$ cat src/hw/rtl/pede_ram.sv
`timescale 1ns / 1ps
// Generic simple dual-port RAM: one write port, one read port with registered data.
// Stand-alone; used for the palette store and the error rows.
module pede_ram #(
  parameter int WIDTH = 8,
  parameter int DEPTH = 16,
  localparam int AW = (DEPTH > 1) ? $clog2(DEPTH) : 1
) (
  input  logic             clk,
  input  logic             we,
  input  logic [AW-1:0]    waddr,
  input  logic [WIDTH-1:0] wdata,
  input  logic [AW-1:0]    raddr,
  output logic [WIDTH-1:0] rdata
);

  logic [WIDTH-1:0] mem_r [DEPTH];
  logic [WIDTH-1:0] rdata_r;

  always_ff @(posedge clk) begin
    if (we) begin
      mem_r[waddr] <= wdata;
    end
    rdata_r <= mem_r[raddr];
  end

  assign rdata = rdata_r;

endmodule

$ cat config.mk
export PLATFORM = sky130hd
export DESIGN_NAME = pede_ram
export DESIGN_NICKNAME = d
export VERILOG_FILES = /design/src/hw/rtl/pede_ram.sv
export SDC_FILE = /design/constraint.sdc
export NUM_CORES = 1
export LEC_CHECK = 0
export BUFFER_PORTS_ARGS = -buffer_cell sky130_fd_sc_hd__buf_4
export CORE_MARGIN = 2
export CORE_UTILIZATION = 50
export DETAILED_ROUTE_END_ITERATION = 10
export HOLD_SLACK_MARGIN = 0.06
export PLACE_DENSITY = 0.69
export SYNTH_ARGS = -nofsm -noshare
export SYNTH_HDL_FRONTEND = slang
export SYNTH_SLANG_ARGS = --single-unit
$ cat constraint.sdc
create_clock -name clk -period 1.9 [get_ports clk]
set_input_delay 0 -clock clk [delete_from_list [all_inputs] [get_ports clk]]
set_output_delay 0 -clock clk [all_outputs]
set_load 0.1 [all_outputs]
==> key figures <==
Timing
  • RSZ-0062 raised after global routing: no
  • Max transition margin: 55.05%
  • Final setup fails: 0
  • Setup_tns: 0 ns
  • Fmax: 687.8 MHz
  • Hold WS: 0.07372 ns
  • Slew @ Worst Pin: 0.6718 ns
  • Final Hold Violating Endpoints: 0
  • Minimum clock period: 1.454 ns
  • Max-slew violations: 0
  • Setup Skew: 0.01044 ns
  • Crit share post-route: 76.52%

Cells and area
  • Post-Route Utilization: 61.16%
  • NumNets Final: 314
  • Layout fillers: 702
  • Antenna Cells: 0
  • Area grow syn2layout: 20.47%
  • Share of cells above drive strength 1: 28.48%

Setup path
  • Bufs and invs on worst path: 4
  • Startpoint types: input port
  • Signal arrival time at the worst endpoint: 1.66 ns
  • CP endpoint kind: flip-flop
  • R2R Path Start: mem_r[9][4]
  • Worst setup path class: input port to flip-flop
  • Worst-path cell chain: dlygate4sd3_1, buf_4, nor3_1, dlygate4sd3_1, buf_4
  • CP delay by family, top: buffers and inverters
  • Critical Path Source: waddr[1]
  • CP Data Required Time: 2.11 ns
  • CP max-delay cell: dlygate4sd3_1
  • Reg2reg setup slack: 0.53 ns
  • Max stage delay on crit path: 0.58 ns
  • Worst-path maximum fanout: 8

Route
  • Initial DRC Count: 184
  • Via/cell ratio: 5.494
  • Post-Route WL: 9.318 mm
  • Routed wl met3: 525 µm
  • Post-route antenna net violation count: 0
  • Drt first pass iters: 4
  • Metal-1 WL: 3.831 mm
  • Top sig layer: met4
  • DRC Markers: 0
  • Routed vias: 2445
  • Wire per inst: 20.94 µm
  • WL met2: 4.912 mm

Floorplanning
  • FP Rows: 37
  • Core Box Area: 0.01014 mm²
  • Die W: 105.5 µm
  • Die H: 105.5 µm
  • Initial Utilization: 50.77%
  • I/O pin cnt: 26
  • Die Area: 0.01112 mm²

Synth
  • Syn avg cell area: 22.48 µm²
  • Mapped Cells: 229
  • Yosys warns: 0
  • Top post-synthesis cells by area: edfxtp_1, mux4_2, mux4_1
  • Post-synthesis sequential area ratio: 77.78%
  • Synth Register Bits: 136
  • Area leader, netlist: edfxtp_1
  • Post-synth top area share: 74.67%
  • Net Count, Synth: 247
  • Cell Area, Synth: 0.005147 mm²
  • Post-synth cell types: 19

Clock tree
  • Clock sink count: 136
  • Maximum buffer depth of the clock tree: 2
  • Clock transition at path regs: 0.05 ns
  • Root Driver: clkbuf_8
  • Skew-Pair Late Insertion Delay: 0.51 ns
  • Cts bufs inserted: 17
  • H-tree levels: 4
  • Gates resized, CTS repair: 0
  • CTS tree: yes

Global route
  • Final global-route overflow total: 0
  • Largest net degree at the start of global routing: 33
  • Vias in the first global route: 2558
  • Tot GR Track Use: 18.49%
  • Global-route wire length before repair: 14.52 mm
  • Initial antenna violation count: 0

Pwr
  • Peak supply drop: 0.0004282 V
  • Power density over the cells: 1065 mW/mm²
  • Leakage power: 2.126 nW

Run
  • Max Cap Violations: 0

Outcome
  • Status: finished clean

Hold path
  • HP Class: input port to flip-flop
  • Hold Crit Start: raddr[3]

Placed design
  • Placer Congestion: 0.7325
  • Detailed placement HPWL: 5.719 mm
  • Port buffer count: 25
[flip-flops by register name, indices dropped and copies added (netlist names)]
name and count:
mem_r 128, rdata 8
[where the power goes]
part | switching (mW) | internal [mW]
Combinational | 0.311 | 0.170
Clock | 1.04 | 1.70
Sequential | 0.0206 | 3.36
[Yosys cell counts, drive strengths merged]
library cell / number
a22oi: 16
and2: 1
buf: 7
clkdlybuf4s25: 3
or3b: 1
and2b: 1
nand3b: 2
dfxtp: 8
mux4: 32
nor2b: 1
nand3: 1
edfxtp: 128
nand2b: 2
nor2: 13
nor3: 4
nand2: 9
[worst reg2reg max path, stage by stage (launching register included)]
cell and delay, ns:
edfxtp_1 0.37, mux4_1 0.52, a22oi_1 0.28, nand2_1 0.08
[per-stage QoR]
step | setup WS (ns) | instance area (µm²) | std cells | total power [mW]
after global placement | 0.3720 | 5577 | 401 | 3.899
after detailed placement | 0.3269 | 5577 | 401 | 3.908
after global routing | 0.3950 | 6201 | 445 | 6.810
after CTS | 0.5063 | 6201 | 445 | 6.665
after floorplan | 0.4071 | 5147 | 229 | 3.747
final | 0.4461 | 6201 | 445 | 6.601
[final cells by class]
| cell class | instances | area (µm²) | share of cell area [%] |
|---|---|---|---|
| multi-input combinational | 83 | 1057 | 17.05 |
| sequential | 136 | 4004 | 64.57 |
| clock buffer | 29 | 489.2 | 7.889 |
| timing repair buffer | 58 | 465.4 | 7.506 |
| clock inverter | 3 | 15.01 | 0.2421 |
| tap | 136 | 170.2 | 2.744 |
[placed cells by master, fill, tap and decap left out]
| cell type | count |
|---|---|
| edfxtp_1 | 128 |
| buf_4 | 46 |
| mux4_2 | 18 |
| a22oi_1 | 16 |
| clkbuf_16 | 16 |
| mux4_1 | 14 |
| nor2_1 | 13 |
| dlygate4sd3_1 | 12 |
| nand2_1 | 9 |
| clkbuf_1 | 9 |
| dfxtp_1 | 8 |
| nor3_1 | 4 |
| clkbuf_8 | 4 |
| clkinv_2 | 3 |
| nand3b_1 | 2 |
| nand2b_1 | 2 |
| nor2b_1 | 1 |
| and2_1 | 1 |
| and2b_1 | 1 |
| nand3_1 | 1 |
| or3b_2 | 1 |
[layer usage]
metal | up-vias | global-route usage (%)
li1 | 1108 | -
met2 | 79 | 29.49
met1 | 1256 | 24.90
met3 | 2 | 5.009
met5 | - | 0
met4 | 0 | 6.286
[kinds of logic (layout without fill, tap and decap cells)]
family	Yosys count	in the layout	synth area share (%)
DFF	136	136	77.78
and+or+nand+nor	35	35	3.184
muxes	32	32	15.02
AOI/OAI and AO/OA	16	16	2.334
buffers and inverters	10	90	1.677
[final timing paths]
check                                   end  cells past startpoint
worst min register to register     rdata[2]                      3
worst min-delay path               rdata[4]                      4
worst max register to register     rdata[4]                      3
worst max-delay path            mem_r[8][4]                      5
[repair_timing]
item / in CTS / in global routing
hold buffers: 12 / 0
endpoints found under the hold margin: 163 / 0
buffers inserted: 0 / 0
No activity file was read; power rests on OpenSTA's default activity.
