File: src/hw/rtl/pede_pkg.sv
`timescale 1ns / 1ps
// Shared types, codes and helper functions for the palette error-diffusion dither core.
// Depends on nothing; pede_dist, pede_diff, the top level, the checker and the testbench import it.
package pede_pkg;

  localparam int CH_W     = 8;
  localparam int ERR_W    = 9;
  localparam int EWORD_W  = 3 * ERR_W;
  localparam int COLOUR_W = 3 * CH_W;
  localparam int IDX_W    = 8;
  localparam int SQ_W     = 16;
  localparam int DIST_W   = 18;
  localparam int CFG_W    = 12;

  // Function codes carried in tuser of the input stream.
  localparam logic [1:0] FUNC_LOAD  = 2'd0;
  localparam logic [1:0] FUNC_PIXEL = 2'd1;
  localparam logic [1:0] FUNC_FRAME = 2'd2;

  // Configuration register indexes.
  localparam logic [1:0] CFG_LINE_WIDTH    = 2'd0;
  localparam logic [1:0] CFG_PALETTE_SIZE  = 2'd1;
  localparam logic [1:0] CFG_DITHER_ENABLE = 2'd2;

  localparam logic [11:0] LINE_WIDTH_RESET   = 12'd1;
  localparam logic [8:0]  PALETTE_SIZE_RESET = 9'd256;

  typedef enum logic [3:0] {
    ST_IDLE,
    ST_RD_CUR0,
    ST_RD_CUR1,
    ST_RD_NXTM1,
    ST_RD_NXT0,
    ST_CAPT,
    ST_SEARCH,
    ST_DRAIN,
    ST_WR_CUR1,
    ST_WR_NXT1,
    ST_WR_NXTM1,
    ST_WR_NXT0,
    ST_OUT
  } state_t;

  // Diffusion weights in sixteenths.
  typedef enum logic [1:0] {
    WT_7,
    WT_1,
    WT_3,
    WT_5
  } weight_t;

  typedef struct packed {
    logic start;
    logic valid;
    logic last;
  } dist_ctl_t;

  typedef struct packed {
    logic                done;
    logic [IDX_W-1:0]    index;
    logic [COLOUR_W-1:0] colour;
  } dist_res_t;

  // Error words hold red in the low nine bits, then green, then blue.
  function automatic logic signed [ERR_W-1:0] err_chan(input logic [EWORD_W-1:0] w,
                                                       input int unsigned c);
    return $signed(w[c*ERR_W +: ERR_W]);
  endfunction

  // Colour words hold red in the top byte, blue in the low byte.
  function automatic logic [CH_W-1:0] pal_chan(input logic [COLOUR_W-1:0] e,
                                               input int unsigned c);
    return e[(2-c)*CH_W +: CH_W];
  endfunction

endpackage

File: src/hw/rtl/pede_dist.sv
`timescale 1ns / 1ps
// Shared distance unit: squared distance of one palette entry per cycle and running minimum.
// Depends on pede_pkg; fed by the registered read data of the palette RAM.
module pede_dist
  import pede_pkg::*;
(
  input  logic                clk,
  input  logic                rst_n,
  input  dist_ctl_t           ctl,
  input  logic [IDX_W-1:0]    index,
  input  logic [COLOUR_W-1:0] pal_word,
  input  logic [COLOUR_W-1:0] centre,
  output dist_res_t           res
);

  logic                a_valid_r, a_last_r;
  logic [IDX_W-1:0]    a_index_r;
  logic                b_valid_r, b_last_r;
  logic [IDX_W-1:0]    b_index_r;
  logic [COLOUR_W-1:0] b_colour_r;
  logic [SQ_W-1:0]     b_sq_r [3];
  logic                have_r, done_r;
  logic [DIST_W-1:0]   best_d_r;
  logic [IDX_W-1:0]    best_idx_r;
  logic [COLOUR_W-1:0] best_colour_r;
  logic [SQ_W-1:0]     sq [3];
  logic [DIST_W-1:0]   sum;

  // Stage a lines up with the RAM read latency; the squares are formed from its data.
  always_comb begin
    logic signed [CH_W:0] diff;
    logic [CH_W-1:0]      mag;
    for (int unsigned c = 0; c < 3; c++) begin
      diff  = $signed({1'b0, pal_chan(centre, c)}) - $signed({1'b0, pal_chan(pal_word, c)});
      mag   = diff[CH_W] ? CH_W'(-diff) : diff[CH_W-1:0];
      sq[c] = mag * mag;
    end
  end

  assign sum = DIST_W'(b_sq_r[0]) + DIST_W'(b_sq_r[1]) + DIST_W'(b_sq_r[2]);

  always_ff @(posedge clk) begin
    if (!rst_n || ctl.start) begin
      a_valid_r <= 1'b0;
      a_last_r  <= 1'b0;
      b_valid_r <= 1'b0;
      b_last_r  <= 1'b0;
      have_r    <= 1'b0;
      done_r    <= 1'b0;
    end else begin
      a_valid_r <= ctl.valid;
      a_last_r  <= ctl.valid && ctl.last;
      b_valid_r <= a_valid_r;
      b_last_r  <= a_valid_r && a_last_r;
      done_r    <= b_valid_r && b_last_r;
      if (b_valid_r) begin
        have_r <= 1'b1;
      end
    end
  end

  always_ff @(posedge clk) begin
    a_index_r <= index;
    if (a_valid_r) begin
      b_index_r  <= a_index_r;
      b_colour_r <= pal_word;
      for (int c = 0; c < 3; c++) begin
        b_sq_r[c] <= sq[c];
      end
    end
    // Strict compare keeps the lowest index on a tie.
    if (b_valid_r && (!have_r || sum < best_d_r)) begin
      best_d_r      <= sum;
      best_idx_r    <= b_index_r;
      best_colour_r <= b_colour_r;
    end
  end

  assign res.done   = done_r;
  assign res.index  = best_idx_r;
  assign res.colour = best_colour_r;

endmodule

File: config.mk
export PLATFORM = sky130hd
export DESIGN_NAME = pede_dist
export DESIGN_NICKNAME = d
export VERILOG_FILES = /design/src/hw/rtl/pede_pkg.sv /design/src/hw/rtl/pede_dist.sv
export SDC_FILE = /design/constraint.sdc
export NUM_CORES = 1
export LEC_CHECK = 0
export BUFFER_PORTS_ARGS = -buffer_cell sky130_fd_sc_hd__buf_2
export CORE_MARGIN = 5
export CORE_UTILIZATION = 58
export DETAILED_ROUTE_END_ITERATION = 8
export GPL_ROUTABILITY_DRIVEN = 1
export PLACE_DENSITY = 0.82
export SYNTH_ARGS = -nofsm -noshare
export SYNTH_HDL_FRONTEND = slang
export SYNTH_SLANG_ARGS = --single-unit
export TNS_END_PERCENT = 10
File: constraint.sdc
create_clock -name clk -period 7.9 [get_ports clk]
set_input_delay 0.79 -clock clk [delete_from_list [all_inputs] [get_ports clk]]
set_output_delay 0.79 -clock clk [all_outputs]
set_load 0.02 [all_outputs]
==> impl_metrics.yaml <==
run_status:
  status: "complete, no violations"
global_route:
  antenna_found_initial: 0
  grt_pass1_vias: 7921
  grtUsageTotal: 0.190
  grt_overflow: 0
  grt_max_degree: 80
  grt_pass1_wl_mm: 35.2
synth:
  syn_inst: 1076
  seq_area_frac_synth: 0.351
  synth_top_area_cell: "edfxtp_1"
  synth_top_area_share: 0.327
  synth_cell_types: 62
  syn_area_mm2: 0.0116
  yosysWarnings: 0
  async_flop_share: 0
  synth_ff_type: "edfxtp_1"
  synth_edf_count: 127
  yosys_register_bits: 141
  avgSynthCellArea_um2: 10.8
  yosys-top-cells-area: "edfxtp_1 33%, fa_1 16%, ha_1 16%"
detailed_routing:
  wire_per_inst_um: 13.8
  drt_wl_total_mm: 20.2
  ant_nets: 0
  via_per_inst: 5.26
  drt_iter0_markers: 350
  drt_pass1_iterations: 5
  drc: 0
  num_vias: 7697
clock_tree:
  cts_root_buf: "clkbuf_16"
  cts_buffer_depth: 2
  post_cts_buffers: 0
  clkTransAtPathRegs_ns: 0.06
  htreeDepth: 4
  cts_hold_buf: 0
  insertion_delay_ns: 0.43
  cts_tree: "built"
  cts_inserted_buffers: 17
  cts_sinks: 141
  cts_resized: 0
timing:
  period_share: 0.878
  tightest_slew_ns: 1.04
  rsz0062_at_grt: "false"
  hold_viol: 0
  slew_viol_final: 0
  worst_slew_margin_rel: 0.305
  fin_hold_ws_ns: 0.405
  setup_viol: 0
  tns_ns: 0
  max_freq_mhz: 144
  finalCriticalPeriod_ns: 6.94
  worst_clock_skew_ns: 0.0113
floorplan:
  start_util: 0.595
  fp-row-count: 51
  pin_count: 94
  fp.dieH_um: 152
  coreArea_mm2: 0.0196
  dieArea_mm2: 0.0230
  die_x_um: 152
final_layout:
  n_fill_cell: 1496
  insertedDiodeCount: 0
  drive_gt1_frac: 0.141
  fin_util: 0.665
  num-nets-final: 1488
  area_growth_pct: 11.8
worst_setup_path:
  worstPathRequired_ns: 8.06
  end_kind: "register"
  start_kind: "input port"
  cp_max_fo: 8
  criticalPathCategory: "in2reg"
  critPathArrivalTime_ns: 7.10
place:
  io_buffer_count: 93
  gp_congestion: 0.860
  dpl.hpwl_mm: 15.9
hold_path:
  hold_class: "reg2reg"
job:
  cap_viol_max_count: 0
-- synth_stat cells, types with 3 or more instances --
cell / instances
inv_1: 201
ha_1: 148
edfxtp_1: 127
nor2_1: 104
fa_1: 94
a21oi_1: 59
xnor2_1: 58
nand2_1: 25
o21ai_0: 25
xor2_1: 24
a21o_1: 23
or2_2: 21
o21a_1: 17
dfxtp_1: 14
nor2b_1: 12
o21bai_1: 10
nor3_1: 9
nand2b_1: 8
nand3_1: 8
a211oi_1: 6
clkbuf_1: 5
o21ai_1: 5
o31a_1: 5
xor2_2: 5
and2_1: 4
and3_1: 4
nor3b_1: 4
a31oi_1: 3
o31ai_1: 3
o41ai_1: 3
-- worst paths after layout --
check	startpoint	end	slack, ns	cells past startpoint
min	a_index_r[3]	b_index_r[3]	0.40	0
max reg2reg	b_sq_r[0][4]	best_colour_r[2]	2.96	16
min reg2reg	a_index_r[3]	b_index_r[3]	0.40	0
max	centre[0]	b_sq_r[0][46]	0.96	26
-- placed cells by master (no fill, tap or decap), types with 10 or more instances in the layout --
| cell type | n |
|---|---|
| dfxtp_1 | 13 |
| a21oi_1 | 59 |
| nand2_1 | 25 |
| ha_1 | 148 |
| nor2_1 | 103 |
| o21ai_0 | 25 |
| clkbuf_16 | 17 |
| xor2_1 | 24 |
| edfxtp_1 | 127 |
| fa_1 | 94 |
| or2_2 | 21 |
| o21a_1 | 17 |
| o21bai_1 | 10 |
| xnor2_1 | 58 |
| inv_1 | 201 |
| a21o_1 | 23 |
| buf_2 | 93 |
| nor2b_1 | 12 |
-- registers in the layout, indices dropped and copies added, names as in the netlist --
register,flops
b_last_r,1
b_index_r,8
a_valid_r,1
a_index_r,8
b_sq_r,45
done_r,1
b_colour_r,24
best_d_r,18
best_idx_r,8
have_r,1
b_valid_r,1
a_last_r,1
best_colour_r,24
-- critical path: stages --
cell,delay [ns]
buf_2,0.09
inv_1,0.05
ha_1,0.15
inv_1,0.06
fa_1,0.45
xnor2_2,0.34
nand3_1,0.12
o31a_1,0.28
o41ai_2,0.31
mux2i_1,0.32
xor2_2,0.18
or2_1,0.29
fa_1,0.54
inv_1,0.07
fa_1,0.50
fa_1,0.54
inv_1,0.05
fa_1,0.52
inv_1,0.05
ha_1,0.34
a21o_1,0.17
a31o_2,0.22
a21oi_1,0.14
nor2b_1,0.08
o41ai_1,0.33
xnor2_1,0.11
-- through the flow --
stage / setup WS (ns) / cells / instance area, um2
global placement: 0.706 / 1431 / 12500
floorplan: 0.975 / 1077 / 11700
detailed placement: 0.546 / 1431 / 12500
global route: 0.542 / 1463 / 13000
CTS: 0.995 / 1463 / 13000
finish: 0.963 / 1463 / 13000
-- area by class of cell --
| cell class | count | area, um2 | share of cell area |
|---|---|---|---|
| Sequential cell | 141 | 4100 | 0.315 |
| Tap cell | 265 | 332 | 0.0255 |
| Inverter | 201 | 754 | 0.0579 |
| Clock buffer | 17 | 425 | 0.0327 |
| Timing Repair Buffer | 97 | 495 | 0.0380 |
| Clock inverter | 15 | 144 | 0.0110 |
| Multi-Input combinational cell | 727 | 6770 | 0.520 |
-- metal layers --
layer  GRT usage  wire (um)  vias up
met5           0          0        -
met4      0.0651        365        0
met3      0.0321        828       35
met2       0.329      10200      146
met1       0.243       8720     3704
li1            -          -     3812
-- cell families after synthesis --
kind of cell               Yosys count  share of synthesized area
AOI/OAI and AO/OA                  183                      0.103
xor gates and xnor gates            89                     0.0714
adders and majority gates          242                      0.321
buffers and inverters              209                     0.0679
DFF                                141                      0.351
muxes                                2                    0.00172
other                                2                   0.000645
and+or+nand+nor                    208                     0.0829
Power is not shown: default switching activity piles up to over one toggle a cycle in this logic, so the estimate is an artifact.
