$ cat src/hw/rtl/pede_pkg.sv
`timescale 1ns / 1ps
// Shared types, codes and helper functions for the palette error-diffusion dither core.
// Depends on nothing; pede_dist, pede_diff, the top level, the checker and the testbench import it.
package pede_pkg;

  localparam int CH_W     = 8;
  localparam int ERR_W    = 9;
  localparam int EWORD_W  = 3 * ERR_W;
  localparam int COLOUR_W = 3 * CH_W;
  localparam int IDX_W    = 8;
  localparam int SQ_W     = 16;
  localparam int DIST_W   = 18;
  localparam int CFG_W    = 12;

  // Function codes carried in tuser of the input stream.
  localparam logic [1:0] FUNC_LOAD  = 2'd0;
  localparam logic [1:0] FUNC_PIXEL = 2'd1;
  localparam logic [1:0] FUNC_FRAME = 2'd2;

  // Configuration register indexes.
  localparam logic [1:0] CFG_LINE_WIDTH    = 2'd0;
  localparam logic [1:0] CFG_PALETTE_SIZE  = 2'd1;
  localparam logic [1:0] CFG_DITHER_ENABLE = 2'd2;

  localparam logic [11:0] LINE_WIDTH_RESET   = 12'd1;
  localparam logic [8:0]  PALETTE_SIZE_RESET = 9'd256;

  typedef enum logic [3:0] {
    ST_IDLE,
    ST_RD_CUR0,
    ST_RD_CUR1,
    ST_RD_NXTM1,
    ST_RD_NXT0,
    ST_CAPT,
    ST_SEARCH,
    ST_DRAIN,
    ST_WR_CUR1,
    ST_WR_NXT1,
    ST_WR_NXTM1,
    ST_WR_NXT0,
    ST_OUT
  } state_t;

  // Diffusion weights in sixteenths.
  typedef enum logic [1:0] {
    WT_7,
    WT_1,
    WT_3,
    WT_5
  } weight_t;

  typedef struct packed {
    logic start;
    logic valid;
    logic last;
  } dist_ctl_t;

  typedef struct packed {
    logic                done;
    logic [IDX_W-1:0]    index;
    logic [COLOUR_W-1:0] colour;
  } dist_res_t;

  // Error words hold red in the low nine bits, then green, then blue.
  function automatic logic signed [ERR_W-1:0] err_chan(input logic [EWORD_W-1:0] w,
                                                       input int unsigned c);
    return $signed(w[c*ERR_W +: ERR_W]);
  endfunction

  // Colour words hold red in the top byte, blue in the low byte.
  function automatic logic [CH_W-1:0] pal_chan(input logic [COLOUR_W-1:0] e,
                                               input int unsigned c);
    return e[(2-c)*CH_W +: CH_W];
  endfunction

endpackage

$ cat src/hw/rtl/pede_diff.sv
`timescale 1ns / 1ps
// Error diffusion arithmetic: weighted share of the error in sixteenths, truncated
// toward zero, added with saturation to a stored error word. Depends on pede_pkg.
module pede_diff
  import pede_pkg::*;
(
  input  logic [EWORD_W-1:0] old_word,
  input  logic [EWORD_W-1:0] err_word,
  input  weight_t            weight,
  output logic [EWORD_W-1:0] new_word
);

  localparam int P_W = ERR_W + 4;

  logic signed [3:0] k;

  always_comb begin
    unique case (weight)
      WT_7:    k = 4'sd7;
      WT_1:    k = 4'sd1;
      WT_3:    k = 4'sd3;
      WT_5:    k = 4'sd5;
      default: k = 4'sd0;
    endcase
  end

  for (genvar c = 0; c < 3; c++) begin : g_chan
    logic signed [ERR_W-1:0] e, o, q;
    logic signed [P_W-1:0]   p, pabs, qm;
    logic signed [ERR_W:0]   s;

    assign e    = $signed(err_word[c*ERR_W +: ERR_W]);
    assign o    = $signed(old_word[c*ERR_W +: ERR_W]);
    assign p    = e * k;
    assign pabs = p[P_W-1] ? -p : p;
    assign qm   = pabs >>> 4;
    assign q    = p[P_W-1] ? ERR_W'(-qm) : ERR_W'(qm);
    assign s    = {o[ERR_W-1], o} + {q[ERR_W-1], q};
    // Overflow out of nine bits saturates to the stored range.
    assign new_word[c*ERR_W +: ERR_W] =
      (s[ERR_W] != s[ERR_W-1]) ? (s[ERR_W] ? {1'b1, {(ERR_W-1){1'b0}}}
                                           : {1'b0, {(ERR_W-1){1'b1}}})
                               : s[ERR_W-1:0];
  end

endmodule

$ cat config.mk
export PLATFORM = sky130hd
export DESIGN_NAME = pede_diff
export DESIGN_NICKNAME = d
export VERILOG_FILES = /design/src/hw/rtl/pede_pkg.sv /design/src/hw/rtl/pede_diff.sv
export SDC_FILE = /design/constraint.sdc
export NUM_CORES = 1
export LEC_CHECK = 0
export BUFFER_PORTS_ARGS = -buffer_cell sky130_fd_sc_hd__buf_2
export CORE_MARGIN = 4
export CORE_UTILIZATION = 30
export DETAILED_ROUTE_END_ITERATION = 16
export GPL_TIMING_DRIVEN = 0
export SYNTH_ARGS = -nofsm -noshare
export SYNTH_HDL_FRONTEND = slang
export SYNTH_SLANG_ARGS = --single-unit
$ cat constraint.sdc
create_clock -name vclk -period 11.95
set_clock_uncertainty 0.2 [all_clocks]
set_input_delay 2.39 -clock vclk [all_inputs]
set_output_delay 2.39 -clock vclk [all_outputs]
set_load 0.03 [all_outputs]
==> flow_summary.ini, run 1 <==
[run]
drv_cap = 0

[worst_setup_path]
cp_max_fo = 10
crit_end = new_word[10]
cp.required_ps = 9360
worstSetupPathType = input port to primary output
critPathLaunchType = input port
crit_start = weight[0]
worstPathArrival_ps = 8950
cp_common_cell = ha_1
cpPeakStageDelay_ps = 500
cp_slowest_cell = fa_1
endpoint_kind = primary output

[power_and_ir_drop]
p_leak_nw = 3.40
power_mw = 1.93
ir_drop_mv = 0.380
p_per_area_mw_per_mm2 = 275

[detailed_routing]
highest_layer = met5
met3RoutedLength_um = 451
drt_pass1_iterations = 7
routedWlPerCell_um = 12.2
wl_met1_um = 7240
ant_nets = 0
first_iter_violations = 205
vias = 5904
viasPerCell = 4.95
drc = 0
dr_wl_met2_um = 6720
wl_um = 14500

[finish]
num-clock-buffers = 0
fin_util = 0.355
insertedDiodeCount = 0
area_growth_pct = 14.8
drive_gt1_frac = 0.142
fin_nets = 1116
layoutNonFillerInstCount = 1193
seqCellArea_um2 = 0
final_cell_mix = inv_1, ha_1, buf_2
design.seq.count = 0
postLayoutCellArea_mm2 = 0.00700
final_common_cell = inv_1

[global_route]
grt_pass1_wl_um = 24200
antenna_found_initial = 1
grt_pass1_vias = 5292
grt.total_usage = 0.122
grt.overflow.total = 0
grt_max_degree = 19

[sta]
fmax_mhz = 86.7
rsz0062_at_grt = yes
period_share = 0.966
finalHoldViolCount = 0
worst_pin_slew_ps = 808
setup_viol_count_final = 0
holdWs_ps = 5100
relSlewSlack = 0.460
drv_slew = 0
fin_crit_ps = 11540

[die]
initial_utilization = 0.309
die-area_mm2 = 0.0227
row_count = 51
core_area_mm2 = 0.0197
ios = 83
die_y_um = 151
die_x_um = 151

[placed_design]
gp_congestion = 0.812
portBuffers = 82
placed_area_mm2 = 0.00684
dp_cells = 1191
dpl.hpwl_um = 12500

[synth]
syn_nets = 1030
synth_area_mm2 = 0.00610
ys_seq_area_frac = 0
yosys_warnings = 0
synth_cells = 844
ys_types = 77
syn_area_per_cell_um2 = 7.23

[run_status]
run_status = finished, final reports clean

[clock_network]
post_cts_hold_buffer_count = 0

[min_path]
hp-class = input port to primary output
-- per-layer routing --
metal	GRT usage	up-vias
li1	-	3153
met1	0.174	2656
met2	0.210	81
met3	0.00572	12
met4	0.0127	2
met5	0	-
-- stage by stage --
stage,TNS (ps),worst slack (ps)
3_5_place_dp,-17220,-808
5_1_grt,-3.86,-3.86
3_3_place_gp,-16900,-804
6_report,0,409
2_1_floorplan,0,323
4_1_cts,0,7.16
-- critical path: cells and delay by family --
family / cells / cell delay (ps)
xor+xnor: 1 / 170
simple gates: 7 / 1060
fa+ha+maj: 6 / 2170
buf+inv: 5 / 810
compound gates: 10 / 2310
-- cell usage after synthesis, drive strengths merged (12+ instances only) --
cell / count / area share
a21o: 22 / 0.027
a21oi: 54 / 0.045
and2: 36 / 0.037
clkbuf: 20 / 0.012
fa: 30 / 0.098
ha: 100 / 0.21
inv: 101 / 0.062
nand2: 45 / 0.028
nand3: 18 / 0.015
nor2: 78 / 0.048
nor2b: 21 / 0.023
nor3: 20 / 0.017
o21ai: 41 / 0.034
o21bai: 12 / 0.015
xnor2: 48 / 0.069
xor2: 27 / 0.039
-- how the worst min path moves through the flow --
stage	start	end	slack, ps	depth (start not counted)
after detailed placement	old_word[26]	new_word[26]	5090	4
after global placement	old_word[26]	new_word[26]	5080	4
after global routing	old_word[26]	new_word[26]	5160	4
final	old_word[26]	new_word[26]	5100	4
after floorplan	old_word[26]	new_word[26]	4930	2
after CTS	old_word[26]	new_word[26]	5100	4
-- cell type report --
cell class | count | area (µm²)
plain buffers | 21 | 110
multi-input cells | 719 | 5730
inverters | 101 | 379
fillers | 2159 | 12700
well taps | 265 | 332
repair buffers | 87 | 450
-- cells by family (layout without fill, tap and decap cells) --
group,Yosys count,after routing,synth area share
compound gates,219,219,0.245
xor+xnor,75,75,0.108
fa+ha+maj,135,135,0.312
buf+inv,125,209,0.0794
mux,12,12,0.0203
simple gates,278,278,0.236
-- power breakdown --
group	switching, mW	internal (mW)	leakage, nW
clock	0	0	0
combinational	1.19	0.736	3.40
sequential	0	0	0
total	1.19	0.736	3.40
-- timing repair --
action | CTS | global route
gates resized for setup | 14 | 26
setup buffers | 1 | 4
setup endpoints to repair | 26 | 25
pin swaps | 1 | 4
(Power assumes the default switching activity.)
==> run 2: changes to the inputs <==
--- a/config.mk
+++ b/config.mk
@@ -6,6 +6,7 @@
 export NUM_CORES = 1
 export LEC_CHECK = 0
 export BUFFER_PORTS_ARGS = -buffer_cell sky130_fd_sc_hd__buf_2
+export CORE_ASPECT_RATIO = 0.75
 export CORE_MARGIN = 4
 export CORE_UTILIZATION = 30
 export DETAILED_ROUTE_END_ITERATION = 16
==> flow_summary.ini, run 2 (synthesis results as in run 1) <==
[die]
ios = 83
core_area_mm2 = 0.0197
die_x_um = 173
row_count = 44
die-area_mm2 = 0.0227
initial_utilization = 0.310
die_y_um = 132

[finish]
design.seq.count = 0
final_common_cell = inv_1
fin_nets = 1120
num-clock-buffers = 0
drive_gt1_frac = 0.152
area_growth_pct = 15.3
layoutNonFillerInstCount = 1187
seqCellArea_um2 = 0
fill_cells = 2112
final_cell_mix = inv_1, ha_1, buf_2
postLayoutCellArea_mm2 = 0.00703
multi_input_area_mm2 = 0.00573

[placed_design]
gp_congestion = 0.881
dpl.hpwl_um = 12600
placed_area_mm2 = 0.00683
dp_cells = 1179
portBuffers = 82

[power_and_ir_drop]
switching_power_mw = 1.22
seqPwrFrac = 0
p_sw_frac = 0.621
clock_power_share = 0
p_leak_nw = 3.42
ir_drop_mv = 0.328
internal_power_mw = 0.743
p_per_area_mw_per_mm2 = 279
power_frac_comb = 1.000

[global_route]
grt_pass1_wl_um = 25500
antenna_found_initial = 2
grt.total_usage = 0.125
grt.overflow.total = 0
grt_pass1_vias = 5471
grt_max_degree = 19

[worst_setup_path]
critPathLaunchType = input port
crit_cells = 29
cp.required_ps = 9360
worstSetupPathType = input port to primary output
cp_max_fo = 10
crit_buf_inv = 4
cp_common_cell = ha_1
crit_end = new_word[10]
worstPathArrival_ps = 8890
cp_slowest_cell = fa_1
cpPeakStageDelay_ps = 520
endpoint_kind = primary output
crit_start = weight[0]
cp_top_family = adder cells

[detailed_routing]
ant_nets = 0
drt_pass1_iterations = 4
routedWlPerCell_um = 12.7
viasPerCell = 5.05
first_iter_violations = 262
wl_um = 15000
drc = 0
vias = 5996

[sta]
drv_slew = 0
relSlewSlack = 0.448
setup_viol_count_final = 0
finalHoldViolCount = 0
period_share = 0.961
fmax_mhz = 87.1
rsz0062_at_grt = no
worst_pin_slew_ps = 825
fin_crit_ps = 11480

[run_status]
run_status = finished, final reports clean

[min_path]
hp-class = input port to primary output

[run]
drv_cap = 0
[run 2: cell count changes in the layout (fill, tap and decap cells not counted), sizes merged]
cell,previous run,this run
buf,93,96
clkbuf,15,16
diode,0,2
[run 2: routing by layer]
layer | global-route usage | share of wire | vias to the layer above
li1 | - | - | 3169
met1 | 0.196 | 0.55 | 2730
met2 | 0.197 | 0.42 | 93
met3 | 0.00316 | 0.024 | 4
met4 | 0.00975 | 0.0061 | 0
met5 | 0 | 0 | -
[run 2: stage by stage]
step | hold slack [ps] | total power [mW] | setup TNS [ps] | util | setup WS (ps)
detailed placement | 5100 | 1.88 | -24620 | 0.347 | -1170
global placement | 5100 | 1.87 | -22370 | 0.347 | -1070
floorplan | 4930 | 1.50 | 0 | - | 323
CTS | 5100 | 1.91 | 0 | 0.351 | 17.1
finish | 5100 | 1.96 | 0 | 0.358 | 467
global route | 5150 | 2.16 | 0 | 0.358 | 13.6
[run 2: how the worst min path moves through the flow]
stage / start / to / slack (ps) / cells after the start
after floorplan: old_word[26] / new_word[26] / 4930 / 2
after global placement: old_word[26] / new_word[26] / 5100 / 4
after detailed placement: old_word[26] / new_word[26] / 5100 / 4
after CTS: old_word[26] / new_word[26] / 5100 / 4
after global routing: old_word[26] / new_word[26] / 5150 / 4
final: old_word[26] / new_word[26] / 5100 / 4
[run 2: what timing repair did]
| action | in CTS | in global routing |
|---|---|---|
| setup endpoints to repair | 27 | 25 |
| resized for setup | 15 | 30 |
| hold buffers | 0 | 0 |
| buffers inserted | 4 | 6 |
| pin swaps | 1 | 4 |
[run 2: area by class of cell]
type | instances | area share
Timing Repair Buffer | 92 | 0.0690
Buffer | 20 | 0.0160
Multi-Input combinational cell | 719 | 0.815
Inverter | 101 | 0.0539
Antenna cell | 2 | 0.000712
Tap cell | 253 | 0.0450
[run 2: power by group through the flow]
stage          registers (mW)  clock network, mW  logic [mW]
2_1_floorplan               0                  0        1.50
3_3_place_gp                0                  0        1.87
3_5_place_dp                0                  0        1.88
4_1_cts                     0                  0        1.91
5_1_grt                     0       0.0000000224        2.16
6_report                    0       0.0000000224        1.96
